File: src/tpg_pkg.sv
// ----------------------------------------------------------------------------
// tpg_pkg
// Shared widths, reset values and codes for the trigger pulse generator.
// ----------------------------------------------------------------------------
package tpg_pkg;

    localparam int MS_W    = 15;   // millisecond fields
    localparam int CNT_W   = 11;   // tick counters
    localparam int SERVO_W = 16;   // servo pulse widths
    localparam int MODE_W  = 2;
    localparam int CFG_IDX_W  = 3;
    localparam int CFG_DATA_W = 16;

    localparam int TICK_MS_DEFAULT = 25;

    localparam logic [CNT_W-1:0] CNT_MAX = {CNT_W{1'b1}};

    // register reset values
    localparam logic              RST_ENABLED      = 1'b1;
    localparam logic [MS_W-1:0]   RST_PULSE_MS     = 15'd250;
    localparam logic [MS_W-1:0]   RST_REPEAT_MS    = 15'd1000;
    localparam logic [SERVO_W-1:0] RST_SERVO_HIGH  = 16'd4000;
    localparam logic [SERVO_W-1:0] RST_SERVO_LOW   = 16'd2000;

    typedef enum logic [MODE_W-1:0] {
        MODE_PULSE_HIGH = 2'd0,
        MODE_PULSE_LOW  = 2'd1,
        MODE_TOGGLE     = 2'd2,
        MODE_REPEAT     = 2'd3
    } t_mode;

    typedef enum logic [CFG_IDX_W-1:0] {
        CFG_ENABLED    = 3'd0,
        CFG_MODE       = 3'd1,
        CFG_PULSE_MS   = 3'd2,
        CFG_REPEAT_MS  = 3'd3,
        CFG_SERVO_HIGH = 3'd4,
        CFG_SERVO_LOW  = 3'd5
    } t_cfg_idx;

endpackage

File: src/trigger_pulse_generator.sv
// ----------------------------------------------------------------------------
// trigger_pulse_generator
// Tick-driven trigger: an activation request opens a window of ticks, start
// and stop countdowns drive the action level per the selected mode.
// ----------------------------------------------------------------------------
// Path: an input beat reaches the result through the input register, then the
//   result register that also updates the tick state.
// Throughput: one beat per cycle while the result is not stalled; ms-to-tick
//   conversion is a single constant-reciprocal multiply per field, no iteration.
// Reset (i_rst_n low, synchronous): both stages empty, counters and level
//   cleared, config registers back to defaults. No clearing pass.
module trigger_pulse_generator
    import tpg_pkg::*;
#(
    parameter int TICK_MS = TICK_MS_DEFAULT
) (
    input  logic                  i_clk,
    input  logic                  i_rst_n,

    input  logic                  i_cfg_valid,
    output logic                  o_cfg_ready,
    input  logic [CFG_IDX_W-1:0]  i_cfg_index,
    input  logic [CFG_DATA_W-1:0] i_cfg_data,

    input  logic                  i_valid,
    output logic                  o_ready,
    input  logic [MS_W-1:0]       i_request_ms,

    output logic                  o_valid,
    input  logic                  i_ready,
    output logic                  o_action_level,
    output logic                  o_window_active,
    output logic [SERVO_W-1:0]    o_servo_width
);

    // exact floor(ms / TICK_MS) for any MS_W-bit ms: round-up reciprocal with
    // MS_W + ceil(log2(TICK_MS)) fraction bits
    localparam int SHIFT   = MS_W + $clog2(TICK_MS);
    localparam int RECIP_W = MS_W + 2;
    localparam int PROD_W  = MS_W + RECIP_W;
    localparam longint unsigned RECIP = ((64'd1 << SHIFT) + TICK_MS - 1) / TICK_MS;

    function automatic logic [CNT_W-1:0] ms_to_ticks(input logic [MS_W-1:0] ms);
        logic [PROD_W-1:0] prod;
        logic [PROD_W-1:0] quo;
        prod = PROD_W'(ms) * PROD_W'(RECIP);
        quo  = prod >> SHIFT;
        if (quo > PROD_W'(CNT_MAX))
            return CNT_MAX;
        return quo[CNT_W-1:0];
    endfunction

    // configuration registers
    logic                r_enabled;
    t_mode               r_mode;
    logic [MS_W-1:0]     r_pulse_ms;
    logic [MS_W-1:0]     r_repeat_ms;
    logic [SERVO_W-1:0]  r_servo_high;
    logic [SERVO_W-1:0]  r_servo_low;

    assign o_cfg_ready = 1'b1;

    always_ff @(posedge i_clk) begin
        if (!i_rst_n) begin
            r_enabled    <= RST_ENABLED;
            r_mode       <= MODE_PULSE_HIGH;
            r_pulse_ms   <= RST_PULSE_MS;
            r_repeat_ms  <= RST_REPEAT_MS;
            r_servo_high <= RST_SERVO_HIGH;
            r_servo_low  <= RST_SERVO_LOW;
        end else if (i_cfg_valid && o_cfg_ready) begin
            case (t_cfg_idx'(i_cfg_index))
                CFG_ENABLED:    r_enabled    <= i_cfg_data[0];
                CFG_MODE:       r_mode       <= t_mode'(i_cfg_data[MODE_W-1:0]);
                CFG_PULSE_MS:   r_pulse_ms   <= i_cfg_data[MS_W-1:0];
                CFG_REPEAT_MS:  r_repeat_ms  <= i_cfg_data[MS_W-1:0];
                CFG_SERVO_HIGH: r_servo_high <= i_cfg_data[SERVO_W-1:0];
                CFG_SERVO_LOW:  r_servo_low  <= i_cfg_data[SERVO_W-1:0];
                default: ;
            endcase
        end
    end

    // input stage
    logic            r_in_valid;
    logic [MS_W-1:0] r_req;
    logic            out_free;
    logic            advance;

    assign out_free = !o_valid || i_ready;
    assign advance  = r_in_valid && out_free;
    assign o_ready  = !r_in_valid || out_free;

    always_ff @(posedge i_clk) begin
        if (!i_rst_n) begin
            r_in_valid <= 1'b0;
        end else if (o_ready) begin
            r_in_valid <= i_valid;
        end
    end

    always_ff @(posedge i_clk) begin
        if (i_valid && o_ready) begin
            r_req <= i_request_ms;
        end
    end

    // tick state
    logic [CNT_W-1:0] r_window;
    logic [CNT_W-1:0] r_start;
    logic [CNT_W-1:0] r_stop;
    logic             r_level;

    logic [CNT_W-1:0] n_window;
    logic [CNT_W-1:0] n_start;
    logic [CNT_W-1:0] n_stop;
    logic             n_level;
    logic             n_flag;
    logic [CNT_W-1:0] win_load;
    logic [CNT_W-1:0] pulse_ticks;
    logic [CNT_W-1:0] repeat_ticks;

    assign pulse_ticks  = ms_to_ticks(r_pulse_ms);
    assign repeat_ticks = ms_to_ticks(r_repeat_ms);

    always_comb begin
        n_level = r_level;
        n_stop  = r_stop;

        win_load = (r_enabled && (r_req != '0)) ? ms_to_ticks(r_req) : r_window;

        if (win_load != '0) begin
            n_flag   = 1'b1;
            n_start  = (r_start == '0) ? CNT_W'(1) : r_start;
            n_window = win_load - CNT_W'(1);
        end else begin
            n_flag   = 1'b0;
            n_start  = '0;
            n_window = '0;
            n_level  = 1'b0;
        end

        // stop countdown runs even with the window closed
        if (r_stop == CNT_W'(1)) begin
            n_level = (r_mode != MODE_PULSE_HIGH);
            n_stop  = '0;
        end else if (r_stop != '0) begin
            n_stop = r_stop - CNT_W'(1);
        end

        if (n_start == CNT_W'(1) && n_flag) begin
            case (r_mode)
                MODE_PULSE_HIGH, MODE_PULSE_LOW: begin
                    n_level = (r_mode == MODE_PULSE_HIGH);
                    n_stop  = pulse_ticks;
                    n_start = '0;
                end
                MODE_TOGGLE: begin
                    n_level = !n_level;
                    n_stop  = '0;
                    n_start = '0;
                end
                default: begin
                    n_level = 1'b0;
                    n_stop  = pulse_ticks;
                    n_start = repeat_ticks;
                end
            endcase
        end else if (n_start != '0) begin
            n_start = n_start - CNT_W'(1);
        end
    end

    always_ff @(posedge i_clk) begin
        if (!i_rst_n) begin
            r_window <= '0;
            r_start  <= '0;
            r_stop   <= '0;
            r_level  <= 1'b0;
        end else if (advance) begin
            r_window <= n_window;
            r_start  <= n_start;
            r_stop   <= n_stop;
            r_level  <= n_level;
        end
    end

    // result register
    logic r_out_valid;

    always_ff @(posedge i_clk) begin
        if (!i_rst_n) begin
            r_out_valid <= 1'b0;
        end else if (out_free) begin
            r_out_valid <= r_in_valid;
        end
    end

    always_ff @(posedge i_clk) begin
        if (advance) begin
            o_action_level  <= n_level;
            o_window_active <= n_flag;
            o_servo_width   <= n_level ? r_servo_high : r_servo_low;
        end
    end

    assign o_valid = r_out_valid;

endmodule

File: config.mk
export PLATFORM = sky130hd
export DESIGN_NAME = trigger_pulse_generator
export DESIGN_NICKNAME = d
export VERILOG_FILES = /design/src/tpg_pkg.sv /design/src/trigger_pulse_generator.sv
export SDC_FILE = /design/constraint.sdc
export NUM_CORES = 1
export LEC_CHECK = 0
export ABC_AREA = 1
export BUFFER_PORTS_ARGS = -buffer_cell sky130_fd_sc_hd__buf_2
export CAP_MARGIN = 20
export CORE_MARGIN = 4
export CORE_UTILIZATION = 40
export CTS_BUF_LIST = sky130_fd_sc_hd__clkbuf_2
export CTS_CLUSTER_DIAMETER = 80
export DETAILED_ROUTE_END_ITERATION = 10
export GPL_ROUTABILITY_DRIVEN = 0
export PLACE_DENSITY = 0.63
export SLEW_MARGIN = 15
export SYNTH_ARGS = -nofsm -noshare
export SYNTH_HDL_FRONTEND = slang
export SYNTH_SLANG_ARGS = --single-unit
export TNS_END_PERCENT = 50
File: constraint.sdc
create_clock -name i_clk -period 8.4 [get_ports i_clk]
set_input_delay 0.84 -clock i_clk [delete_from_list [all_inputs] [get_ports i_clk]]
set_output_delay 0.84 -clock i_clk [all_outputs]
set_load 0.1 [all_outputs]
* Yosys cells after proc, flatten, opt, wreduce, memory -nomap -nowiden
Index checks and enable logic that the tools add are counted.
** Word-level totals
- Bits in registers :: 134
- Input port bits :: 39
- Output and inout port bits :: 21
- Word-level logic and storage cells :: 87
** Cells by class
- $add $sub $neg :: 3
- $mul :: 3
- Order comparisons :: 3
- Equal/unequal tests :: 9
- Multiplexer cells :: 26
- Reduce and logical (&&, ||, !) cells :: 27
** Operators by type and width (number)
- $mux 11 :: 17
- $mul 15x13->28 const B :: 3
- $gt 11x11->1 const B :: 3
- $reduce_bool 11->1 :: 3
- $sub 11x1->11 const B :: 3
- $eq 11x1->1 const B :: 2
- $mux 16 :: 1
- $reduce_bool 15->1 :: 1
- $reduce_and 2->1 :: 7
- $logic_not 11->1 :: 1
- $mux 1 :: 7
- $eq 3x2->1 const B :: 2
- $eq 3x3->1 const B :: 2
- $logic_and 1x1->1 :: 4
- $eq 3x1->1 const B :: 1
- $logic_not 1->1 :: 3
- $logic_not 3->1 :: 1
- $reduce_bool 3->1 :: 1
- $reduce_or 3->1 :: 1
- $eq 2x1->1 const B :: 1
- $eq 2x2->1 const B :: 1
- $logic_not 2->1 :: 1
- $logic_or 1x1->1 :: 2
- $pmux 1 s2 :: 1
- other kinds (2) :: 2

* Depth between registers and ports, before layout
Gate-level depths: netlist of run 1.
- Word-level depth :: 12
- Gate-level depth with buffers :: 39

* Least setup slack after synthesis of run 1
Ideal clock, no wire load.
- Kind :: register to register
- From :: reg r_req[12]
- To :: reg o_servo_width[10], data pin
- Setup time :: 0.252 ns
- Data arrival time :: 5.976 ns
- Required time :: 8.148 ns
- Path slack :: 2.172 ns
- Cell stages (with the launch flop) :: 38
- Buffers on the path :: 3
- Path through :: edfxtp_1 inv_1 fa_1 inv_1 ha_1 inv_1 fa_1 fa_1 inv_1 fa_1 ha_1 nand2_2 inv_1 a21oi_1 nand3_2 a31oi_1 inv_1 o21ai_0 [2 not listed] ha_1 nand3_1 nor2_1 nand3_2 buf_6 buf_2 nand2_1 ha_1 nand3_1 nor2_4 nand2_4 inv_2 nand2_2 nand2_4 inv_4 buf_6 nand2_2 nand2_1
** On the way
- Elaborated cells between the ends (all ways) :: 18
- Those cells by class :: mul: 1; order compare: 1; eq/ne: 1; mux: 10; reduce/logical: 5
** RTL lines
- start, declared :: RTL line trigger_pulse_generator.sv:86 : logic [MS_W-1:0] r_req;
- start signal, assigned :: RTL line trigger_pulse_generator.sv:104 : r_req <= i_request_ms;
- $mul 15x13->28 :: RTL line trigger_pulse_generator.sv:46 : prod = PROD_W'(ms) * PROD_W'(RECIP);
- $gt 11x11->1 :: RTL line trigger_pulse_generator.sv:48 : if (quo > PROD_W'(CNT_MAX))
- $mux 1 :: RTL line trigger_pulse_generator.sv:48
- $mux 11 :: RTL line trigger_pulse_generator.sv:50 : return quo[CNT_W-1:0];
- $mux 11 * :: RTL line trigger_pulse_generator.sv:130 : win_load = (r_enabled && (r_req != '0)) ? ms_to_ticks(r_req) : r_window;
- $reduce_bool 11->1 * :: RTL line trigger_pulse_generator.sv:132 : if (win_load != '0) begin
- $mux 1 * :: RTL line trigger_pulse_generator.sv:132
- via n_flag :: RTL line trigger_pulse_generator.sv:118 : logic n_flag;
- $logic_and 1x1->1 * :: RTL line trigger_pulse_generator.sv:151 : if (n_start == CNT_W'(1) && n_flag) begin
- $mux 1 * :: RTL line trigger_pulse_generator.sv:151
- via n_level :: RTL line trigger_pulse_generator.sv:117 : logic n_level;
- $mux 16 * :: RTL line trigger_pulse_generator.sv:203 : o_servo_width <= n_level ? r_servo_high : r_servo_low;
- end signal, assigned :: RTL line trigger_pulse_generator.sv:203
- end, declared :: RTL line trigger_pulse_generator.sv:33 : output logic [SERVO_W-1:0] o_servo_width
Mark *: on every way through the listed nets, which the timed path passes. The rest lies on a longest branch.
A chain may end at the register's enable or synchronous reset.

* Worst setup path after layout of run 1
- From :: reg r_req[12]
- To :: reg r_stop[0]
** On the way
- Cells in the longest elaborated chain, start to end :: 11
- Elaborated cells between the ends (all ways) :: 15
- Those cells by class :: mul: 1; order compare: 1; eq/ne: 1; mux: 6; reduce/logical: 6
** Ends and longest elaborated chain
- $mul 15x13->28 :: RTL line trigger_pulse_generator.sv:46
- $gt 11x11->1 :: RTL line trigger_pulse_generator.sv:48
- $mux 1 :: RTL line trigger_pulse_generator.sv:48
- $mux 11 :: RTL line trigger_pulse_generator.sv:50
- $mux 11 * :: RTL line trigger_pulse_generator.sv:130
- $reduce_bool 11->1 * :: RTL line trigger_pulse_generator.sv:132
- $mux 11 :: RTL line trigger_pulse_generator.sv:132
- $eq 11x1->1 :: RTL line trigger_pulse_generator.sv:151
- $logic_and 1x1->1 * :: RTL line trigger_pulse_generator.sv:151
- $reduce_bool 3->1 (no line)
- $reduce_and 2->1 (no line)
- end signal, assigned :: RTL line trigger_pulse_generator.sv:183 : r_stop <= n_stop;
- end, declared :: RTL line trigger_pulse_generator.sv:111 : logic [CNT_W-1:0] r_stop;
Every way passes the cells marked *; elsewhere a longest branch is shown, timed or not.

==> results of run 1 <==
[worst max path at each step]
stage | startpoint | end | slack (ns)
CTS | r_req[12]$_DFFE_PP_ | r_stop[0]$_SDFFE_PN0P_ | 1.07
floorplan | r_req[12]$_DFFE_PP_ | o_servo_width[10]$_DFFE_PP_ | 2.17
global route | r_req[11]$_DFFE_PP_ | r_stop[0]$_SDFFE_PN0P_ | 0.42
global placement | r_req[12]$_DFFE_PP_ | o_servo_width[3]$_DFFE_PP_ | 1.38
detailed placement | r_req[12]$_DFFE_PP_ | o_servo_width[1]$_DFFE_PP_ | 1.13
finish | r_req[12]$_DFFE_PP_ | r_stop[0]$_SDFFE_PN0P_ | 1.08
[layout make-up]
class | count | area, um^2 | area share [%]
clock inverter | 13 | 173 | 0.901
timing repair buffer | 62 | 328 | 1.71
multi-input combinational | 1540 | 12900 | 67.4
tap | 592 | 741 | 3.87
clock buffer | 19 | 95.1 | 0.496
inverter | 503 | 1890 | 9.87
sequential | 134 | 3010 | 15.7
antenna | 1 | 2.50 | 0.0131
[cells in the final DEF, fill, tap and decap left out, drive strengths merged, types with 2 or more instances in the layout]
cell	n
a211oi	3
a21o	4
a21oi	112
a31o	2
a31oi	9
and3	2
buf	62
bufinv	3
clkbuf	19
clkinv	8
dfxtp	101
edfxtp	33
fa	207
ha	313
inv	505
nand2	427
nand3	80
nand3b	3
nand4	18
nor2	153
nor3	19
nor4	4
o211ai	11
o21a	8
o21ai	98
o21bai	7
o31ai	3
or2	18
xnor2	13
xor2	19
[worst register-to-register path: cells and delay by family (launching register included)]
kind                       cells  cell delay [ns]
AOI/OAI and AO/OA              5             0.65
adders and majority gates      8             2.96
buffers and inverters          8             0.64
DFF                            1             0.61
and+or+nand+nor               13             2.37
[synthesized netlist by cell type (all sizes together) (13+ instances only)]
| cell type | n |
|---|---|
| xor2 | 19 |
| nand2 | 427 |
| nand4 | 18 |
| edfxtp | 33 |
| a21oi | 112 |
| clkbuf | 21 |
| or2 | 18 |
| o21ai | 98 |
| nand3 | 80 |
| nor2 | 153 |
| xnor2 | 13 |
| ha | 313 |
| nor3 | 19 |
| fa | 207 |
| inv | 502 |
| dfxtp | 101 |
[per-stage QoR]
stage	cell area [um^2]	std cells
global placement	18900	2830
detailed placement	18900	2831
CTS	19200	2863
finish	19200	2864
global route	19200	2864
floorplan	18000	2210
[cells by family (layout without fill, tap and decap cells)]
logic type | after synthesis | in the layout | synth area share, %
other cells | 1 | 2 | 0.0208
compound gates | 262 | 262 | 8.05
xor+xnor | 32 | 32 | 1.56
simple gates | 725 | 725 | 17.4
fa+ha+maj | 520 | 520 | 44.8
flops | 134 | 134 | 16.8
buf+inv | 536 | 597 | 11.4
[power groups by stage]
stage | clock, mW | combinational (mW) | sequential [mW]
final | 0.452 | 3.92 | 0.775
after detailed placement | 0 | 3.87 | 0.789
after floorplan | 0 | 2.92 | 0.834
after global placement | 0 | 3.81 | 0.788
after global routing | 0.489 | 4.48 | 0.783
after CTS | 0.464 | 3.91 | 0.775
[registers in the layout, summed over array words and instances (netlist names)]
name             count
r_servo_low         16
o_servo_width       16
r_req               15
r_mode               2
r_start             11
r_repeat_ms         15
r_servo_high        16
o_valid              1
r_window            11
o_window_active      1
r_stop              11
r_in_valid           1
r_enabled            1
o_action_level       1
r_level              1
r_pulse_ms          15
[layer usage]
layer  share of wire, %  vias to the layer above  global-route usage (%)
li1                   -                     7027                       -
met1                 49                     6711                    26.1
met2                 46                      302                    28.8
met3                3.9                       46                    1.71
met4                1.6                        0                    4.38
met5                  0                        -                       0
==> impl_metrics.tcl, run 1 <==
set metrics [dict create \
    p_comb_share_pct 76.1 \
    rsz0062_at_grt "no" \
    dominantRegCellSynth "sky130_fd_sc_hd__dfxtp_1" \
    ctsResizeCount 0 \
    holdWs_ns 0.231 \
    finish.utilization_pct 43.2 \
    async_reset_ff_share_pct 0 \
    timing.slew.headroom_pct 40.8 \
    num-nets-final 2817 \
    finalHoldViolations 0 \
    drtIter0Drc 809 \
    timing.final.crit_period_ns 7.32 \
    hold_end "r_req[4]$_DFFE_PP_" \
    setup.worst_path.start_class "flop" \
    grt.total_usage_pct 17.9 \
    critPathKind "flop to flop" \
    data_arrival_time_of_the_critical_path_ns 7.96 \
    setup_tns_ns 0 \
    num_rows 77 \
    worst_path_largest_cell_delay_ns 0.61 \
    timing.rr.start "r_req[12]$_DFFE_PP_" \
    grt_first_pass_wirelength_um 70500 \
    cts_buffers 17 \
    synth_top_area_share_pct 23.0 \
    path_buf_inv 8 \
    worst_ir_drop_vdd_mv 0.211 \
    setup.worst_path.end_class "flop" \
    power_switching_mw 2.86 \
    hp-class "input port to flop" \
    wl_um 42500 \
    clk-insertion-delay-late_ns 0.79 \
    firstDrtPassIters 5 \
    cap_viol_max_count 0 \
    cts_tree "yes" \
    seq_area_frac_synth_pct 16.8 \
    synth-warning-count 0 \
    totalPowerFinal_mw 5.15 \
    cts_num_sinks 134 \
    skew_ns 0.0757 \
    cpLargestDelayFamily "adder cells" \
    die_boundary_width_um 220 \
    hold_depth 1 \
    post-synth-top-area-cell "sky130_fd_sc_hd__fa_1" \
    cpMostUsedCell "sky130_fd_sc_hd__inv_1" \
    layout_worst_path_cycle_share_pct 87.1 \
    synth_cells 2210 \
    clock_transition_at_path_regs_ns 0.24 \
    synth-seq-cells 134 \
    final.fill_count 4415 \
    route.antenna.remaining_nets 0 \
    post-dp-hpwl_um 36000 \
    worst-slew-pin-transition_ns 0.884 \
    portBuffers 58 \
    synth.cell_area_um2 18000 \
    finalWorstSetupSlack_ns 1.08 \
    synth_edf_count 33 \
    synth_area_per_cell_um2 8.14 \
    synth.lib_cells_used.distinct 52 \
    core_region_area_um2 44300 \
    critical_path_required_ns 9.04 \
    postSynthNetCount 2769 \
    worstRegToRegCells 34 \
    synthesis_to_layout_area_growth_pct 6.52 \
    gr-total-overflow 0 \
    worst_path_max_delay_cell "sky130_fd_sc_hd__edfxtp_1" \
    avgRoutedWirePerCell_um 14.8 \
    power_density_nw_per_um2 269 \
    via_count 14100 \
    p_int_mw 2.29 \
    die-height_um 220 \
    p_seq_share_pct 15.1 \
    max_freq_mhz 137 \
    slew_violations 0 \
    cts_post_setup_buffers_inserted 0 \
    timing.critical_path.fanout_max 22 \
    timing.reg2reg.setup_slack_ns 1.08 \
    run_status "finished, final reports clean" \
    pre_cts_ws_ns 1.13 \
    synth_top_cells_by_area "sky130_fd_sc_hd__fa_1, sky130_fd_sc_hd__ha_1, sky130_fd_sc_hd__dfxtp_1, sky130_fd_sc_hd__inv_1, sky130_fd_sc_hd__nand2_1" \
    io_pins 60 \
    drc_errors 0 \
    worst_hold_startpoint "i_request_ms[4]" \
    worst_r2r_endpoint "r_stop[0]$_SDFFE_PN0P_" \
    clock_power_share_pct 8.8 \
    ctsHtreeMaxLevel 4 \
    fp.dieArea_um2 48400 \
    final_layout_size_suffix_gt1_share_pct 7.49 \
    power.leakage_nw 10.3 \
    timing.critical_path.depth 34 \
    switching_share_pct 55.5 \
    start_util_pct 40.6 \
    antenna_violations_before_repair 1 \
    grt_pass1_vias 14100 \
    cts_max_path_buffers 2 \
    root_buffer "sky130_fd_sc_hd__clkbuf_2" \
    grt_start_max_net_pins 74 \
    cts_hold_repair.buffers 0 \
    setup_viol_count_final 0 \
    route.detailed.vias_per_inst 4.92 \
]
Power figures use the tool's default switching activity.
==> inputs of run 2 (changes only) <==
--- a/config.mk
+++ b/config.mk
@@ -8,13 +8,15 @@
 export ABC_AREA = 1
 export BUFFER_PORTS_ARGS = -buffer_cell sky130_fd_sc_hd__buf_2
 export CAP_MARGIN = 20
+export CELL_PAD_IN_SITES_DETAIL_PLACEMENT = 0
+export CELL_PAD_IN_SITES_GLOBAL_PLACEMENT = 1
 export CORE_MARGIN = 4
 export CORE_UTILIZATION = 40
 export CTS_BUF_LIST = sky130_fd_sc_hd__clkbuf_2
 export CTS_CLUSTER_DIAMETER = 80
 export DETAILED_ROUTE_END_ITERATION = 10
 export GPL_ROUTABILITY_DRIVEN = 0
-export PLACE_DENSITY = 0.63
+export PLACE_DENSITY = 0.77
 export SLEW_MARGIN = 15
 export SYNTH_ARGS = -nofsm -noshare
 export SYNTH_HDL_FRONTEND = slang
==> run 2 against run 1 <==
  * Maximum frequency decreased by 0.68%
  * Critical path depth increased by 2
  * Final cell count unchanged
  * Total power decreased by 1.1%
  * First-iteration DRC count decreased by 6.8%
  * Count of clock-buffer cells in the layout decreased by 2
  * Die area unchanged
  * Via count decreased by 1.3%
  * Setup slack got worse by 0.050 ns
  * Combinational power decreased by 1%
  * Sequential share of layout area about the same
==> impl_metrics.tcl, run 2 (synthesis gave the netlist of run 1 again) <==
set metrics [dict create \
    routed-wl-met3_um 1790 \
    gr-total-overflow 0 \
    portBuffers 58 \
    io_pins 60 \
    clk-insertion-delay-late_ns 0.81 \
    skew_ns 0.0690 \
    cts_hold_repair.buffers 0 \
    power.leakage_nw 10.3 \
    ctsHtreeMaxLevel 4 \
    power_density_nw_per_um2 265 \
    final_common_cell "sky130_fd_sc_hd__inv_1" \
    finalHoldViolations 0 \
    avgRoutedWirePerCell_um 14.9 \
    route.detailed.vias_per_inst 4.86 \
    worst-slew-pin-transition_ns 1.13 \
    top_layer "met4" \
    registers_with_the_most_flip_flops "o_servo_width x16, r_servo_high x16, r_servo_low x16" \
    ctsResizeCount 0 \
    timing.rr.start "r_req[12]$_DFFE_PP_" \
    die_boundary_width_um 220 \
    cpMostUsedCell "sky130_fd_sc_hd__inv_1" \
    drtIter0Drc 754 \
    setup.worst_path.start_class "flop" \
    worst_hold_startpoint "i_request_ms[4]" \
    grt_first_pass_wirelength_um 71500 \
    timing.slew.headroom_pct 24.1 \
    start_util_pct 40.6 \
    grt_pass1_vias 13900 \
    cap_viol_max_count 0 \
    cts_post_setup_buffers_inserted 0 \
    critical_path_required_ns 8.95 \
    met2_wire_length_um 19100 \
    num-nets-final 2817 \
    hp-class "input port to flop" \
    cpLargestDelayFamily "adder cells" \
    rsz0062_at_grt "no" \
    antenna_violations_before_repair 1 \
    clock_transition_at_path_regs_ns 0.27 \
    fp.dieArea_um2 48400 \
    setup.worst_path.end_class "flop" \
    grt_start_max_net_pins 74 \
    slew_violations 0 \
    drc_errors 0 \
    worst_path_largest_cell_delay_ns 0.63 \
    route.antenna.remaining_nets 0 \
    cts_tree "yes" \
    firstDrtPassIters 5 \
    critPathKind "flop to flop" \
    placedInstanceArea_um2 18900 \
    routedLengthMet1_um 21100 \
    holdWs_ns 0.192 \
    timing.critical_path.fanout_max 22 \
    timing.final.crit_period_ns 7.37 \
    layout_worst_path_cycle_share_pct 87.7 \
    root_buffer "sky130_fd_sc_hd__clkbuf_2" \
    finalWorstSetupSlack_ns 1.03 \
    most-common-layout-cells "sky130_fd_sc_hd__inv_1, sky130_fd_sc_hd__nand2_1, sky130_fd_sc_hd__ha_1" \
    timing.critical_path.from "r_req[12]$_DFFE_PP_" \
    worst_ir_drop_vdd_mv 0.199 \
    wl_um 42600 \
    cts_max_path_buffers 2 \
    data_arrival_time_of_the_critical_path_ns 7.92 \
    setup_tns_ns 0 \
    path_buf_inv 10 \
    cts_buffers 17 \
    post-dp-hpwl_um 36100 \
    via_count 13900 \
    cts_num_sinks 134 \
    run_status "finished, final reports clean" \
    pre_cts_ws_ns 1.09 \
    grt.total_usage_pct 18.5 \
    core_region_area_um2 44300 \
    design_area_um2 19200 \
    setup_viol_count_final 0 \
    num_rows 77 \
    final_layout_size_suffix_gt1_share_pct 7.49 \
    max_freq_mhz 136 \
    synthesis_to_layout_area_growth_pct 6.59 \
    timing.reg2reg.setup_slack_ns 1.03 \
    worst_path_max_delay_cell "sky130_fd_sc_hd__edfxtp_1" \
    die-height_um 220 \
]
-- run 2: changes by cell type in the layout (fill, tap and decap cells not counted) --
cell | previous run | this run
sky130_fd_sc_hd__buf_16 | 0 | 1
sky130_fd_sc_hd__buf_8 | 1 | 0
sky130_fd_sc_hd__bufinv_16 | 3 | 1
sky130_fd_sc_hd__clkbuf_2 | 19 | 17
sky130_fd_sc_hd__clkinv_2 | 2 | 0
sky130_fd_sc_hd__clkinv_4 | 5 | 2
sky130_fd_sc_hd__clkinv_8 | 0 | 3
sky130_fd_sc_hd__clkinvlp_4 | 0 | 1
sky130_fd_sc_hd__inv_4 | 1 | 2
sky130_fd_sc_hd__inv_8 | 1 | 5
-- run 2: per-stage QoR --
stage | power, mW | std cells | util (%)
after CTS | 5.12 | 2863 | 43.3
after global routing | 5.75 | 2864 | 43.3
after global placement | 4.61 | 2830 | 42.6
after detailed placement | 4.64 | 2831 | 42.6
final | 5.09 | 2864 | 43.3
after floorplan | 3.75 | 2210 | -
-- run 2: cell type report --
type | count | area (um^2)
diodes | 1 | 2.50
clock buffers | 17 | 85.1
inverters | 503 | 1890
flip-flops and latches | 134 | 3010
multi-input cells | 1540 | 12900
well taps | 592 | 741
fillers | 4555 | 25100
clock inverters | 15 | 184
repair buffers | 62 | 340
-- run 2: where the power goes --
part	switching [mW]	internal [mW]
combinational	2.48	1.39
sequential	0.0537	0.723
clock	0.315	0.128
-- run 2: final timing paths --
path                                 to  cells after the start
min reg2reg    r_window[7]$_SDFFE_PN0P_                      2
max reg2reg  o_servo_width[3]$_DFFE_PP_                     36
max          o_servo_width[3]$_DFFE_PP_                     36
min                  r_req[4]$_DFFE_PP_                      1
-- run 2: layer usage --
metal  up-vias  global-route usage [%]
met4         0                    3.98
li1       7027                       -
met2       246                    29.0
met3        37                    2.70
met1      6596                    27.1
met5         -                       0
